===== src/design/bda_pkg.sv =====
// ----------------------------------------------------------------------------
// bda_pkg: shared types and constants for the backlight duty arbiter
// Holds the register map, the configuration bundle, the controller/datapath
// command and status bundles and the duty arithmetic constants.
// ----------------------------------------------------------------------------
package bda_pkg;

  // Output PWM period; a power of two so the duty divide is a plain shift-in
  localparam int PERIOD_LOG2   = 13;
  localparam int PWM_PERIOD    = 1 << PERIOD_LOG2;
  localparam int NEAR_FULL_DIV = 100;
  localparam int PAST_FULL_ADD = 100;

  // Compare value width and its special values
  localparam int DUTY_W = 14;
  localparam logic [DUTY_W-1:0] FULL_DUTY       = DUTY_W'(PWM_PERIOD);
  localparam logic [DUTY_W-1:0] NEAR_FULL_LIMIT = DUTY_W'(PWM_PERIOD - PWM_PERIOD / NEAR_FULL_DIV);
  localparam logic [DUTY_W-1:0] PAST_FULL_DUTY  = DUTY_W'(PWM_PERIOD + PAST_FULL_ADD);

  // Restoring divider: one quotient bit per step, quotient never exceeds the period
  localparam int DIV_STEPS = PERIOD_LOG2 + 1;
  localparam int STEP_W    = $clog2(DIV_STEPS);

  // Register map
  localparam int CFG_IDX_W = 3;
  typedef enum logic [CFG_IDX_W-1:0] {
    CFG_SYS_ONLY      = 3'd0,
    CFG_ACT_THRESHOLD = 3'd1,
    CFG_ACT_LAG       = 3'd2,
    CFG_OFF_DELAY_MS  = 3'd3,
    CFG_ZERO_HOLD     = 3'd4,
    CFG_CAPTURE_TTL   = 3'd5
  } cfg_idx_t;

  localparam int CFG_DATA_W = 16;

  typedef struct packed {
    logic        sys_only;
    logic [9:0]  activity_threshold;
    logic [15:0] activity_lag;
    logic [7:0]  off_delay_ms;
    logic [7:0]  zero_hold;
    logic [15:0] capture_ttl;
  } cfg_t;

  // One control-loop pass
  typedef struct packed {
    logic        ms_tick;
    logic        new_capture;
    logic [15:0] capture_high;
    logic [15:0] capture_period;
    logic        pwm_pin_level;
    logic        system_enable;
    logic [9:0]  activity_level;
  } item_t;

  // Controller to datapath
  typedef struct packed {
    logic capture;   // latch the accepted item
    logic prep;      // tick, capture load and staleness
    logic decide;    // enable arbitration, defer, divider load
    logic div_step;  // one quotient bit
    logic finish;    // zero hold, duty write, result load
  } cmd_t;

  // Datapath to controller
  typedef struct packed {
    logic skip;      // pass ends without a duty write
    logic full_duty; // forced full duty, no divide needed
    logic out_free;  // result register can take a new result
  } sts_t;

endpackage


===== src/design/bda_cfg_regs.sv =====
// ----------------------------------------------------------------------------
// bda_cfg_regs: configuration register file
// Six registers written by index over a valid/ready channel; reads are the
// flat configuration bundle used by the datapath.
// ----------------------------------------------------------------------------
module bda_cfg_regs
  import bda_pkg::*;
(
  input  logic                  clk,
  input  logic                  rst,
  input  logic                  cfg_valid,
  output logic                  cfg_ready,
  input  logic [CFG_IDX_W-1:0]  cfg_index,
  input  logic [CFG_DATA_W-1:0] cfg_data,
  output cfg_t                  cfg
);

  // Writes are always taken
  assign cfg_ready = 1'b1;

  // Decode the index and update one register per transfer
  always_ff @(posedge clk) begin
    if (rst) begin
      cfg.sys_only           <= 1'b0;
      cfg.activity_threshold <= 10'd81;
      cfg.activity_lag       <= 16'd2000;
      cfg.off_delay_ms       <= 8'd200;
      cfg.zero_hold          <= 8'd128;
      cfg.capture_ttl        <= 16'd1000;
    end else if (cfg_valid) begin
      case (cfg_idx_t'(cfg_index))
        CFG_SYS_ONLY:      cfg.sys_only           <= cfg_data[0];
        CFG_ACT_THRESHOLD: cfg.activity_threshold <= cfg_data[9:0];
        CFG_ACT_LAG:       cfg.activity_lag       <= cfg_data[15:0];
        CFG_OFF_DELAY_MS:  cfg.off_delay_ms       <= cfg_data[7:0];
        CFG_ZERO_HOLD:     cfg.zero_hold          <= cfg_data[7:0];
        CFG_CAPTURE_TTL:   cfg.capture_ttl        <= cfg_data[15:0];
        default: ;
      endcase
    end
  end

endmodule


===== src/design/bda_ctrl.sv =====
// ----------------------------------------------------------------------------
// bda_ctrl: pass sequencer
// Walks one pass through prep, decide, the divide steps if needed and finish,
// issuing datapath commands one per cycle unless waiting for input or output.
// ----------------------------------------------------------------------------
module bda_ctrl
  import bda_pkg::*;
(
  input  logic clk,
  input  logic rst,
  input  logic in_valid,
  output logic in_ready,
  input  sts_t sts,
  output cmd_t cmd
);

  typedef enum logic [4:0] {
    ST_IDLE   = 5'b00001,
    ST_PREP   = 5'b00010,
    ST_DECIDE = 5'b00100,
    ST_DIV    = 5'b01000,
    ST_FINISH = 5'b10000
  } state_t;

  state_t            state, state_next;
  logic [STEP_W-1:0] step_cnt, step_cnt_next;

  assign in_ready = (state == ST_IDLE);

  // Next state and commands
  always_comb begin
    state_next    = state;
    step_cnt_next = step_cnt;
    cmd           = '0;
    case (state)
      ST_IDLE: begin
        if (in_valid) begin
          cmd.capture = 1'b1;
          state_next  = ST_PREP;
        end
      end
      ST_PREP: begin
        cmd.prep   = 1'b1;
        state_next = ST_DECIDE;
      end
      ST_DECIDE: begin
        cmd.decide    = 1'b1;
        step_cnt_next = '0;
        if (sts.skip || sts.full_duty) begin
          state_next = ST_FINISH;
        end else begin
          state_next = ST_DIV;
        end
      end
      ST_DIV: begin
        cmd.div_step  = 1'b1;
        step_cnt_next = step_cnt + STEP_W'(1);
        if (step_cnt == STEP_W'(DIV_STEPS - 1)) begin
          state_next = ST_FINISH;
        end
      end
      ST_FINISH: begin
        // Hold until the result register is free
        if (sts.out_free) begin
          cmd.finish = 1'b1;
          state_next = ST_IDLE;
        end
      end
      default: begin
        state_next = ST_IDLE;
      end
    endcase
  end

  always_ff @(posedge clk) begin
    if (rst) begin
      state    <= ST_IDLE;
      step_cnt <= '0;
    end else begin
      state    <= state_next;
      step_cnt <= step_cnt_next;
    end
  end

endmodule


===== src/design/bda_datapath.sv =====
// ----------------------------------------------------------------------------
// bda_datapath: loop state, duty divider and result register
// Keeps the capture fraction, activity and defer state, a restoring divider
// for ceil(num * PERIOD / den) and the registered output item.
// ----------------------------------------------------------------------------
module bda_datapath
  import bda_pkg::*;
(
  input  logic              clk,
  input  logic              rst,
  input  cfg_t              cfg,
  input  item_t             item_in,
  input  cmd_t              cmd,
  output sts_t              sts,
  output logic              out_valid,
  input  logic              out_ready,
  output logic [DUTY_W-1:0] out_duty,
  output logic              out_enable,
  output logic              out_updated
);

  // Latched pass input
  item_t item;

  // Loop state
  logic [15:0]       duty_num, duty_den, capture_age, activity_count;
  logic              enable_out, defer_active, last_nonzero;
  logic [7:0]        timeout_left, hold_count;
  logic [DUTY_W-1:0] driven;

  // Per-pass decisions
  logic              pass_en, pass_skip, pass_full;

  // Divider
  logic [16:0]       rem;
  logic [DUTY_W-1:0] quo;

  // Prep step values
  logic [7:0]  timeout_dec;
  logic [15:0] num_prep, den_prep, age_prep, age_base;

  // Decide step values
  logic        bad_frac, act_above, en_dec, full_dec, skip_dec, defer_hit;
  logic [15:0] act_count_dec;
  logic [7:0]  timeout_defer;
  logic        defer_dec;

  // Divide step values
  logic        div_ge;
  logic [16:0] div_rem;

  // Finish step values
  logic [DUTY_W-1:0] dc;
  logic              hold_hit, write_duty;

  // Tick, capture load and stale-capture fallback
  always_comb begin
    timeout_dec = timeout_left;
    if (item.ms_tick && timeout_left != 8'd0) begin
      timeout_dec = timeout_left - 8'd1;
    end
    num_prep = item.new_capture ? item.capture_high   : duty_num;
    den_prep = item.new_capture ? item.capture_period : duty_den;
    age_base = item.new_capture ? 16'd0 : capture_age;
    age_prep = age_base;
    if (age_base > cfg.capture_ttl) begin
      num_prep = {15'd0, item.pwm_pin_level};
      den_prep = 16'd1;
    end else if (age_base != 16'hffff) begin
      age_prep = age_base + 16'd1;
    end
  end

  // Enable arbitration and deferred drop
  always_comb begin
    bad_frac      = (duty_den == 16'd0) || (duty_num > duty_den);
    act_above     = item.activity_level > cfg.activity_threshold;
    act_count_dec = activity_count;
    full_dec      = 1'b0;
    en_dec        = 1'b1;
    if (cfg.sys_only) begin
      en_dec = item.system_enable;
    end else if (!item.system_enable) begin
      en_dec = 1'b0;
      if (act_above) begin
        if (activity_count < cfg.activity_lag) begin
          act_count_dec = activity_count + 16'd1;
        end else begin
          full_dec = 1'b1;
          en_dec   = 1'b1;
        end
      end else begin
        act_count_dec = 16'd0;
      end
    end
    defer_hit     = !cfg.sys_only && enable_out && !en_dec && !item.system_enable;
    timeout_defer = defer_active ? timeout_left : cfg.off_delay_ms;
    defer_dec     = defer_active || defer_hit;
    skip_dec      = bad_frac || (defer_hit && timeout_defer != 8'd0);
  end

  // One restoring step: remainder compared against the period fraction
  always_comb begin
    div_ge  = rem >= {1'b0, duty_den};
    div_rem = div_ge ? (rem - {1'b0, duty_den}) : rem;
  end

  // Ceiling duty, zero hold and duty write decision
  always_comb begin
    dc         = pass_full ? FULL_DUTY : (quo + DUTY_W'(rem != 17'd0));
    hold_hit   = !cfg.sys_only && last_nonzero && (hold_count < cfg.zero_hold)
                 && (dc == '0);
    write_duty = !pass_skip && !hold_hit;
  end

  assign sts.skip      = skip_dec;
  assign sts.full_duty = full_dec && !bad_frac;
  assign sts.out_free  = !out_valid || out_ready;

  // Latch the accepted item
  always_ff @(posedge clk) begin
    if (cmd.capture) begin
      item <= item_in;
    end
  end

  // Divider registers; load at decide, shift one bit per step
  always_ff @(posedge clk) begin
    if (cmd.decide) begin
      rem <= {1'b0, duty_num};
      quo <= '0;
    end else if (cmd.div_step) begin
      rem <= {div_rem[15:0], 1'b0};
      quo <= {quo[DUTY_W-2:0], div_ge};
    end
  end

  // Loop state
  always_ff @(posedge clk) begin
    if (rst) begin
      duty_num       <= 16'd0;
      duty_den       <= 16'd1;
      capture_age    <= 16'd0;
      activity_count <= 16'd0;
      enable_out     <= 1'b0;
      defer_active   <= 1'b0;
      timeout_left   <= 8'd0;
      hold_count     <= 8'd0;
      last_nonzero   <= 1'b1;
      driven         <= '0;
      pass_en        <= 1'b0;
      pass_skip      <= 1'b0;
      pass_full      <= 1'b0;
    end else begin
      if (cmd.prep) begin
        timeout_left <= timeout_dec;
        duty_num     <= num_prep;
        duty_den     <= den_prep;
        capture_age  <= age_prep;
      end
      if (cmd.decide) begin
        pass_skip <= skip_dec;
        pass_full <= full_dec;
        pass_en   <= en_dec;
        // A bad fraction leaves everything else untouched
        if (!bad_frac) begin
          activity_count <= act_count_dec;
          if (defer_hit) begin
            defer_active <= defer_dec;
            timeout_left <= timeout_defer;
          end
        end
      end
      if (cmd.finish && !pass_skip) begin
        defer_active <= 1'b0;
        enable_out   <= pass_en;
        if (hold_hit) begin
          hold_count <= hold_count + 8'd1;
        end else begin
          if (!cfg.sys_only && last_nonzero) begin
            hold_count <= 8'd0;
          end
          last_nonzero <= (dc != '0);
          driven       <= (dc > NEAR_FULL_LIMIT) ? PAST_FULL_DUTY : dc;
        end
      end
    end
  end

  // Result register: load on finish, drop after the transfer
  always_ff @(posedge clk) begin
    if (rst) begin
      out_valid <= 1'b0;
    end else if (cmd.finish) begin
      out_valid <= 1'b1;
    end else if (out_ready) begin
      out_valid <= 1'b0;
    end
  end

  always_ff @(posedge clk) begin
    if (cmd.finish) begin
      out_updated <= write_duty;
      if (pass_skip) begin
        out_enable <= enable_out;
        out_duty   <= driven;
      end else begin
        out_enable <= pass_en;
        if (write_duty) begin
          out_duty <= (dc > NEAR_FULL_LIMIT) ? PAST_FULL_DUTY : dc;
        end else begin
          out_duty <= driven;
        end
      end
    end
  end

endmodule


===== src/design/backlight_duty_arbiter_top.sv =====
// ----------------------------------------------------------------------------
// backlight_duty_arbiter_top: backlight duty and enable arbiter
// Each input transfer is one control-loop pass; each pass returns one result.
//
// Input stream (s_axis): one pass per transfer: the ms tick, a capture flag
// with captured high time and period of the system PWM, the PWM pin level,
// the system enable and a display activity sample.
// Output stream (m_axis): the compare value for the output PWM generator, the
// backlight enable level and a flag set when the pass wrote a new duty.
// Configuration (cfg_*): one register per transfer, always ready; write only
// while no pass is in flight.
// Timing: a pass that needs the duty divide runs from one input transfer to the
// earliest next one through prep, decide, the steps of a one bit per cycle
// restoring divider, finish, and the idle state that takes the next pass.
// Passes that end early or force full duty skip the divider.
// m_axis_tvalid is set from a register loaded in finish that holds while
// m_axis_tready is low; the next pass runs meanwhile and waits in finish only
// if the result is still held.
// Reset: synchronous; clears loop state and the registers to their defaults
// and empties the output register.
// ----------------------------------------------------------------------------
module backlight_duty_arbiter_top
  import bda_pkg::*;
(
  input  logic                  clk,
  input  logic                  rst,
  // Fields, low bit up: ms_tick, new_capture, capture_high[15:0],
  // capture_period[15:0], pwm_pin_level, system_enable, activity_level[9:0],
  // zero fill
  input  logic                  s_axis_tvalid,
  output logic                  s_axis_tready,
  input  logic [47:0]           s_axis_tdata,
  // Fields, low bit up: duty_cmp[13:0], backlight_enable, duty_updated
  output logic                  m_axis_tvalid,
  input  logic                  m_axis_tready,
  output logic [15:0]           m_axis_tdata,
  input  logic                  cfg_valid,
  output logic                  cfg_ready,
  input  logic [CFG_IDX_W-1:0]  cfg_index,
  input  logic [CFG_DATA_W-1:0] cfg_data
);

  cfg_t              cfg;
  item_t             item_in;
  cmd_t              cmd;
  sts_t              sts;
  logic [DUTY_W-1:0] out_duty;
  logic              out_enable, out_updated;
  logic [1:0]        unused_fill;

  // Unpack the input item
  assign item_in.ms_tick        = s_axis_tdata[0];
  assign item_in.new_capture    = s_axis_tdata[1];
  assign item_in.capture_high   = s_axis_tdata[17:2];
  assign item_in.capture_period = s_axis_tdata[33:18];
  assign item_in.pwm_pin_level  = s_axis_tdata[34];
  assign item_in.system_enable  = s_axis_tdata[35];
  assign item_in.activity_level = s_axis_tdata[45:36];
  assign unused_fill            = s_axis_tdata[47:46];

  // Pack the result item
  assign m_axis_tdata = {out_updated, out_enable, out_duty};

  bda_cfg_regs u_cfg (
    .clk       (clk),
    .rst       (rst),
    .cfg_valid (cfg_valid),
    .cfg_ready (cfg_ready),
    .cfg_index (cfg_index),
    .cfg_data  (cfg_data),
    .cfg       (cfg)
  );

  bda_ctrl u_ctrl (
    .clk      (clk),
    .rst      (rst),
    .in_valid (s_axis_tvalid),
    .in_ready (s_axis_tready),
    .sts      (sts),
    .cmd      (cmd)
  );

  bda_datapath u_dp (
    .clk         (clk),
    .rst         (rst),
    .cfg         (cfg),
    .item_in     (item_in),
    .cmd         (cmd),
    .sts         (sts),
    .out_valid   (m_axis_tvalid),
    .out_ready   (m_axis_tready),
    .out_duty    (out_duty),
    .out_enable  (out_enable),
    .out_updated (out_updated)
  );

endmodule


===== config.mk =====
export PLATFORM = sky130hd
export DESIGN_NAME = backlight_duty_arbiter_top
export DESIGN_NICKNAME = d
export VERILOG_FILES = /design/src/design/bda_pkg.sv /design/src/design/bda_cfg_regs.sv /design/src/design/bda_ctrl.sv /design/src/design/bda_datapath.sv /design/src/design/backlight_duty_arbiter_top.sv
export SDC_FILE = /design/constraint.sdc
export NUM_CORES = 1
export LEC_CHECK = 0
export ABC_CLOCK_PERIOD_IN_PS = 8840
export BUFFER_PORTS_ARGS = -buffer_cell sky130_fd_sc_hd__buf_2
export CORE_MARGIN = 1
export CORE_UTILIZATION = 60
export CTS_CLUSTER_SIZE = 16
export DETAILED_ROUTE_END_ITERATION = 6
export PLACE_DENSITY = 0.86
export SYNTH_ARGS = -nofsm -noshare
export SYNTH_HDL_FRONTEND = slang
export SYNTH_SLANG_ARGS = --single-unit

===== constraint.sdc =====
create_clock -name clk -period 8.84 [get_ports clk]
set_input_delay 1.326 -clock clk [delete_from_list [all_inputs] [get_ports clk]]
set_output_delay 1.326 -clock clk [all_outputs]
set_load 0.05 [all_outputs]

* Word-level counts from Yosys, hierarchy flattened
Cells that the tools add are included.
** Cells by class
- Bitwise logic cells :: 4
- $mul :: 0
- Equality and inequality tests :: 16
- Mux-type cells :: 46
- Shifts and indexed selects :: 0
- $add $sub $neg :: 7
- Reductions and logical operators :: 48
- Divide/modulo/power cells :: 0
- $lt $le $gt $ge :: 7
** Operators with widths (count)
- two-way mux 16 bit :: 12
- two-way mux 8 bit :: 8
- two-way mux 14 bit :: 4
- adder 16 x 1 -> 16 bit, second input constant :: 2
- greater-than comparator 16 bit :: 2
- case mux 5 bit (5 select lines) :: 1
- two-way mux 5 bit :: 4
- AND reduction 2 bit :: 9
- greater-or-equal comparator 17 x 16 -> 1 bit :: 1
- nonzero test 17 bit :: 1
- zero test 16 bit :: 1
- < comparator 16 bit :: 1
- two-way mux 1 bit :: 16
- != test 16 bit, second input constant :: 1
- nonzero test 8 bit :: 2
- subtractor 16 bit :: 1
- adder 14 x 1 -> 14 bit :: 1
- greater-than comparator 14 x 13 -> 1 bit, second input constant :: 1
- zero test 14 bit :: 1
- nonzero test 14 bit :: 1
- logical AND 1 bit :: 11
- greater-than comparator 10 bit :: 1
- nonzero test 2 bit :: 5
- adder 8 x 1 -> 8 bit, second input constant :: 1
- other kinds (22) :: 40
** Word-level totals
- Word-level logic and storage cells :: 163
- Memory bits (read-only) :: 0
- Memories kept :: 0
- Output and inout bits :: 19
- Bits of input ports :: 72
- Bits in latches :: 0
- Memory bits (writable) :: 0
- Flip-flop bits (word level) :: 262

* Longest topological paths before layout
- Depth in word-level cells :: 13
- Gate-level depth with buffers :: 14
- Mapped depth without buffers :: 13

* Cells and area by module
A second synthesis with hierarchy kept.
** Unflattened totals
- Cell total of the unflattened synthesis :: 1457
- Area total of the unflattened synthesis :: 14048.5 um^2
** Modules (own cells, without submodules)
- bda_datapath :: sequential area each 4664.5 um^2, cells each 1156, times used 1, area an instance 11024.3 um^2
- bda_cfg_regs :: sequential area each 1181.1 um^2, cells each 233, times used 1, area an instance 2477.4 um^2
- bda_ctrl :: sequential area each 180.2 um^2, cells each 66, times used 1, area an instance 531.8 um^2
- backlight_duty_arbiter_top :: sequential area each 0.0 um^2, cells each 2, times used 1, area an instance 15.0 um^2

* Worst setup path after synthesis
No wires, ideal clock.
- Kind :: register to register
- From :: reg u_dp.rem[1]
- To :: reg u_dp.out_duty[10] (data pin)
- Arrival time :: 3.249 ns
- Setup time :: 0.260 ns
- Stages on the path, launching flop included :: 15
- Data required time :: 8.580 ns
- Setup slack :: 5.331 ns
- Path buffers :: 1
- Cell sequence :: edfxtp_1 > nor4_1 > nand4_1 > or4_1 > ha_1 > ha_1 > nand3_1 > xor2_1 > a21oi_1 > nor4_4 > nand4_4 > nor2_4 > nor2_4 > buf_6 > mux2_4
** Between the ends
- Longest elaborated chain between the ends :: 9
- Elaborated cells on any way between the ends :: 11
- Those cells by class :: 1 x add/sub; 1 x order compare; 4 x mux; 5 x reduce/logical
** RTL lines
- start: declaration :: line bda_datapath.sv:35 : logic [16:0] rem;
- start signal: assignment :: line bda_datapath.sv:130 : rem <= {1'b0, duty_num};
- start signal: assignment :: line bda_datapath.sv:133 : rem <= {div_rem[15:0], 1'b0};
- nonzero test 17 bit :: line bda_datapath.sv:110 : dc = pass_full ? FULL_DUTY : (quo + DUTY_W'(rem != 17'd0));
- adder 14 x 1 -> 14 bit :: line bda_datapath.sv:110
- two-way mux 14 bit :: line bda_datapath.sv:110
- zero test 14 bit :: line bda_datapath.sv:112 : && (dc == '0);
- logical AND 1 bit :: line bda_datapath.sv:112
- zero test 1 bit :: line bda_datapath.sv:113 : write_duty = !pass_skip && !hold_hit;
- logical AND 1 bit :: line bda_datapath.sv:113
- named net u_dp.write_duty :: line bda_datapath.sv:54 : logic hold_hit, write_duty;
- two-way mux 14 bit :: line bda_datapath.sv:209 : if (write_duty) begin
- two-way mux 14 bit :: line bda_datapath.sv:204 : if (pass_skip) begin
- end signal: assignment :: line bda_datapath.sv:206 : out_duty <= driven;
- end signal: assignment :: line bda_datapath.sv:210 : out_duty <= (dc > NEAR_FULL_LIMIT) ? PAST_FULL_DUTY : dc;
- end signal: assignment :: line bda_datapath.sv:212 : out_duty <= driven;
- end: declaration :: line bda_datapath.sv:17 : output logic [DUTY_W-1:0] out_duty,
The timed path passes the listed nets, and every way through them passes these cells.
A chain may end at the register's enable or synchronous reset.

* Worst setup path in the final report
- From :: reg u_dp.rem[8]
- To :: reg u_dp.driven[1]
** Between the ends
- Longest elaborated chain between the ends :: 7
- Elaborated cells on any way between the ends :: 9
- Those cells by class :: 1 x add/sub; 1 x order compare; 2 x mux; 1 x bitwise; 4 x reduce/logical
** RTL lines
- nonzero test 17 bit (*) :: line bda_datapath.sv:110
- adder 14 x 1 -> 14 bit (*) :: line bda_datapath.sv:110
- two-way mux 14 bit (*) :: line bda_datapath.sv:110
- parallel branches: the longest is 4 deep, another holds greater-than comparator 14 x 13 -> 1 bit
- end signal: assignment :: line bda_datapath.sv:184 : driven <= (dc > NEAR_FULL_LIMIT) ? PAST_FULL_DUTY : dc;
- end: declaration :: line bda_datapath.sv:29 : logic [DUTY_W-1:0] driven;
Every way passes the cells marked *.

==> impl_metrics.sql <==
INSERT INTO impl_metrics (metric_group, metric, value, unit) VALUES
('status', 'outcome', 'complete, but fails checks', ''),
('status', 'violations', 'design-rule violations', ''),
('worst_hold_path', 'hold_end', 'u_dp.duty_den[1]', ''),
('logic_synthesis', 'post_synth_main_area_contributors', 'dfxtp_1 27%, edfxtp_1 17%, ha_1 8.3%', ''),
('route', 'drt_drc_violations_left', '6', ''),
('floorplan', 'chipWidth', '152', 'um'),
('floorplan', 'fp.coreArea', '22000', 'um^2'),
('cells_and_area', 'synthToLayoutAreaGrowth', '11.0', '%'),
('placement', 'dp_hpwl', '21400', 'um'),
('sta', 'setup_tns', '0', 'ns'),
('route', 'ant_nets', '0', ''),
('worst_setup_path', 'critical_path.max_fanout', '14', ''),
('worst_setup_path', 'worstSetupEndpointType', 'register', ''),
('cts', 'h-tree-depth', '1', ''),
('sta', 'hold_fails_final_rpt', '0', ''),
('worst_setup_path', 'cp_slowest_stage_delay', '0.56', 'ns'),
('logic_synthesis', 'synth_edf_count', '78', ''),
('cells_and_area', 'design.final.nets', '1654', ''),
('global_route', 'number_of_global_route_vias_before_repair', '10800', ''),
('sta', 'remaining_max_slew_budget_at_the_tightest_pin', '15.8', '%'),
('cells_and_area', 'final_layout_size_suffix_gt1_share', '12.0', '%'),
('cts', 'clk_pin_slew_worst_paths', '0.06', 'ns'),
('cts', 'post-cts-setup-buffer-count', '0', ''),
('route', 'average_wire_per_standard_cell', '17.5', 'um'),
('global_route', 'grt_pass1_wl', '51700', 'um'),
('power_and_ir_drop', 'pwr_density_cell', '206', 'nW/um^2'),
('route', 'routed_wl', '31400', 'um'),
('worst_setup_path', 'worst_r2r_path_depth', '13', ''),
('power_and_ir_drop', 'seq_power_share', '46.2', '%'),
('logic_synthesis', 'syn_nets', '1596', ''),
('worst_setup_path', 'setup_slack_reg_to_reg', '4.62', 'ns'),
('worst_setup_path', 'worst_setup_path_start_kind', 'register', ''),
('sta', 'worstMarginPinSlew', '1.25', 'ns'),
('power_and_ir_drop', 'power.leakage', '0.00608', 'uW'),
('power_and_ir_drop', 'max-vdd-ir-drop', '187', 'uV'),
('logic_synthesis', 'synthDominantCellAreaShare', '27.3', '%'),
('route', 'detail_route.first_pass.iterations', '7', ''),
('cts', 'clock_path_buffers', '3', ''),
('worst_hold_path', 'worstHoldStart', 'u_dp.item[13]', ''),
('worst_setup_path', 'timing.setup.critical_path_class', 'register to register', ''),
('sta', 'finalMaxSlewViolations', '0', ''),
('placement', 'place.gp.congestion', '0.910', ''),
('placement', 'detailed_place.area', '14000', 'um^2'),
('cts', 'holdBufCountCts', '0', ''),
('global_route', 'grt_max_degree', '67', ''),
('sta', 'finalSetupViolCount', '0', ''),
('logic_synthesis', 'mappedNetlistArea', '13500', 'um^2'),
('floorplan', 'placement_rows', '54', ''),
('sta', 'rsz_0062_raised_after_global_routing', 'no', ''),
('sta', 'timing.fmax', '237', 'MHz'),
('logic_synthesis', 'synthFlopType', 'dfxtp_1', ''),
('worst_setup_path', 'critical_path.cell_chain', 'nor4_1 > nand4_1 > or4_1 > ha_1 > ha_1 > nand4_1 > nor3_1 > xnor2_1 > a31o_2 > nand4_4 > o21ai_4 > mux2i_1 > nor2_1', ''),
('power_and_ir_drop', 'totalPowerFinal', '3090', 'uW'),
('logic_synthesis', 'synth_seq_area_share', '44.7', '%'),
('cts', 'ctsResizeCount', '0', ''),
('worst_hold_path', 'number_of_stages_on_the_worst_hold_path', '1', ''),
('cts', 'clkLatencyLatePin', '0.57', 'ns'),
('global_route', 'antenna_found_initial', '1', ''),
('worst_setup_path', 'critPathRequiredTime', '9.25', 'ns'),
('worst_setup_path', 'worstReg2RegEnd', 'u_dp.driven[1]', ''),
('route', 'detail_route.iter0.violations', '868', ''),
('power_and_ir_drop', 'clock_power_share', '38.7', '%'),
('worst_setup_path', 'timing.critical_path.buf_inv', '0', ''),
('logic_synthesis', 'total_of_warnings_raised_by_yosys', '0', ''),
('floorplan', 'initial_core_util', '61.5', '%'),
('logic_synthesis', 'synth_cells', '1433', ''),
('placement', 'dp_cells', '1740', ''),
('sta', 'fin_worst_skew', '0.0203', 'ns'),
('logic_synthesis', 'postSynthRegisterBits', '262', ''),
('power_and_ir_drop', 'sw_pwr', '863', 'uW'),
('cts', 'cts_buffers', '29', '');
==> registers in the layout (all words and copies together) (netlist names), 4 cells and up <==
name and count:
u_cfg.cfg 59, u_dp.item 46, u_dp.rem 17, u_dp.activity_count 16
u_dp.capture_age 16, u_dp.duty_den 16, u_dp.duty_num 16, u_dp.driven 14
u_dp.out_duty 14, u_dp.quo 14, u_dp.hold_count 8, u_dp.timeout_left 8
u_ctrl.state 5, u_ctrl.step_cnt 4
==> cell usage after synthesis, types with 18 or more instances <==
library cell / count
nand2_1: 188
dfxtp_1: 184
nor2_1: 103
a21oi_1: 96
ha_1: 90
inv_1: 83
edfxtp_1: 78
clkbuf_1: 46
a22o_1: 39
o21ai_0: 33
nand4_1: 31
nor2b_1: 27
nand2b_1: 26
nor3_1: 26
nand3_1: 23
and3_1: 22
mux2i_1: 21
xnor2_1: 20
a31oi_1: 18
nor4_1: 18
==> how the worst max path moves through the flow <==
stage | startpoint | end | slack [ns] | cells after the start
detailed placement | u_dp.rem[8] | u_dp.driven[1] | 4.67 | 13
global placement | u_dp.rem[8] | u_dp.out_duty[3] | 4.76 | 12
floorplan | u_dp.rem[1] | u_dp.out_duty[10] | 5.33 | 14
CTS | u_dp.rem[8] | u_dp.driven[1] | 4.63 | 13
finish | u_dp.rem[8] | u_dp.driven[1] | 4.62 | 13
global route | u_dp.rem[8] | u_dp.driven[1] | 4.34 | 13
==> stage by stage <==
step,setup WS [ns],hold slack (ns)
after floorplan,5.33,0.436
after global placement,4.76,0.438
after detailed placement,4.67,0.440
after CTS,4.63,0.454
after global routing,4.34,0.472
final,4.62,0.453
==> power groups by stage <==
stage	combinational, uW	sequential (uW)	clock [uW]
after global placement	438	1440	0
after floorplan	328	1440	0
final	466	1430	1190
after detailed placement	455	1450	0
after global routing	512	1440	1250
after CTS	464	1420	1210
==> layout by cell type, fill, tap and decap left out, types with 17 or more instances in the layout <==
cell and n:
dfxtp_1 184, a21o_1 17, clkbuf_16 29, edfxtp_1 78, a22o_1 39, and3_1 22, nor4_1 18, mux2i_1 21
ha_1 90, nor2b_1 26, buf_2 86, nand4_1 31, o21ai_0 33, nand3_1 23, inv_1 83, xnor2_1 20
a21oi_1 96, a31oi_1 18, nand2b_1 26, nor2_1 103, nor3_1 25, nand2_1 188
==> layer usage <==
layer	part of all wire, %	up-vias	GRT usage, %	wire length [um]
met5	0	-	0	0
met4	3.0	0	10.8	955
met3	6.6	82	4.11	2070
met2	49	426	46.1	15200
met1	42	5252	34.4	13100
li1	-	5326	-	-
==> worst reg2reg max path: stages, from the launching register on <==
cell	delay [ns]
edfxtp_1	0.42
nor4_1	0.43
nand4_1	0.18
or4_1	0.48
ha_1	0.23
ha_1	0.24
nand4_1	0.22
nor3_1	0.10
xnor2_1	0.42
a31o_2	0.27
nand4_4	0.16
o21ai_4	0.56
mux2i_1	0.31
nor2_1	0.06
==> area by class of cell <==
cell class / instances / area [um^2]
multi-input combinational: 1018 / 6840
inverter: 85 / 319
clock inverter: 14 / 145
timing repair buffer: 95 / 498
fill: 1643 / 6970
clock buffer: 40 / 807
antenna: 1 / 2.50
tap: 280 / 350
sequential: 262 / 6030
==> cells by family after synthesis <==
kind of cell | after synthesis | share of synthesized area (%)
adder cells (fa/ha/maj) | 91 | 8.49
flip-flops | 262 | 44.7
buffers and inverters | 153 | 4.75
other | 1 | 0.0278
AND/OR/NAND/NOR | 526 | 19.5
XOR/XNOR | 32 | 2.08
multiplexers | 40 | 3.39
AO/OA/AOI/OAI | 328 | 17.1
(Power assumes the default switching activity.)
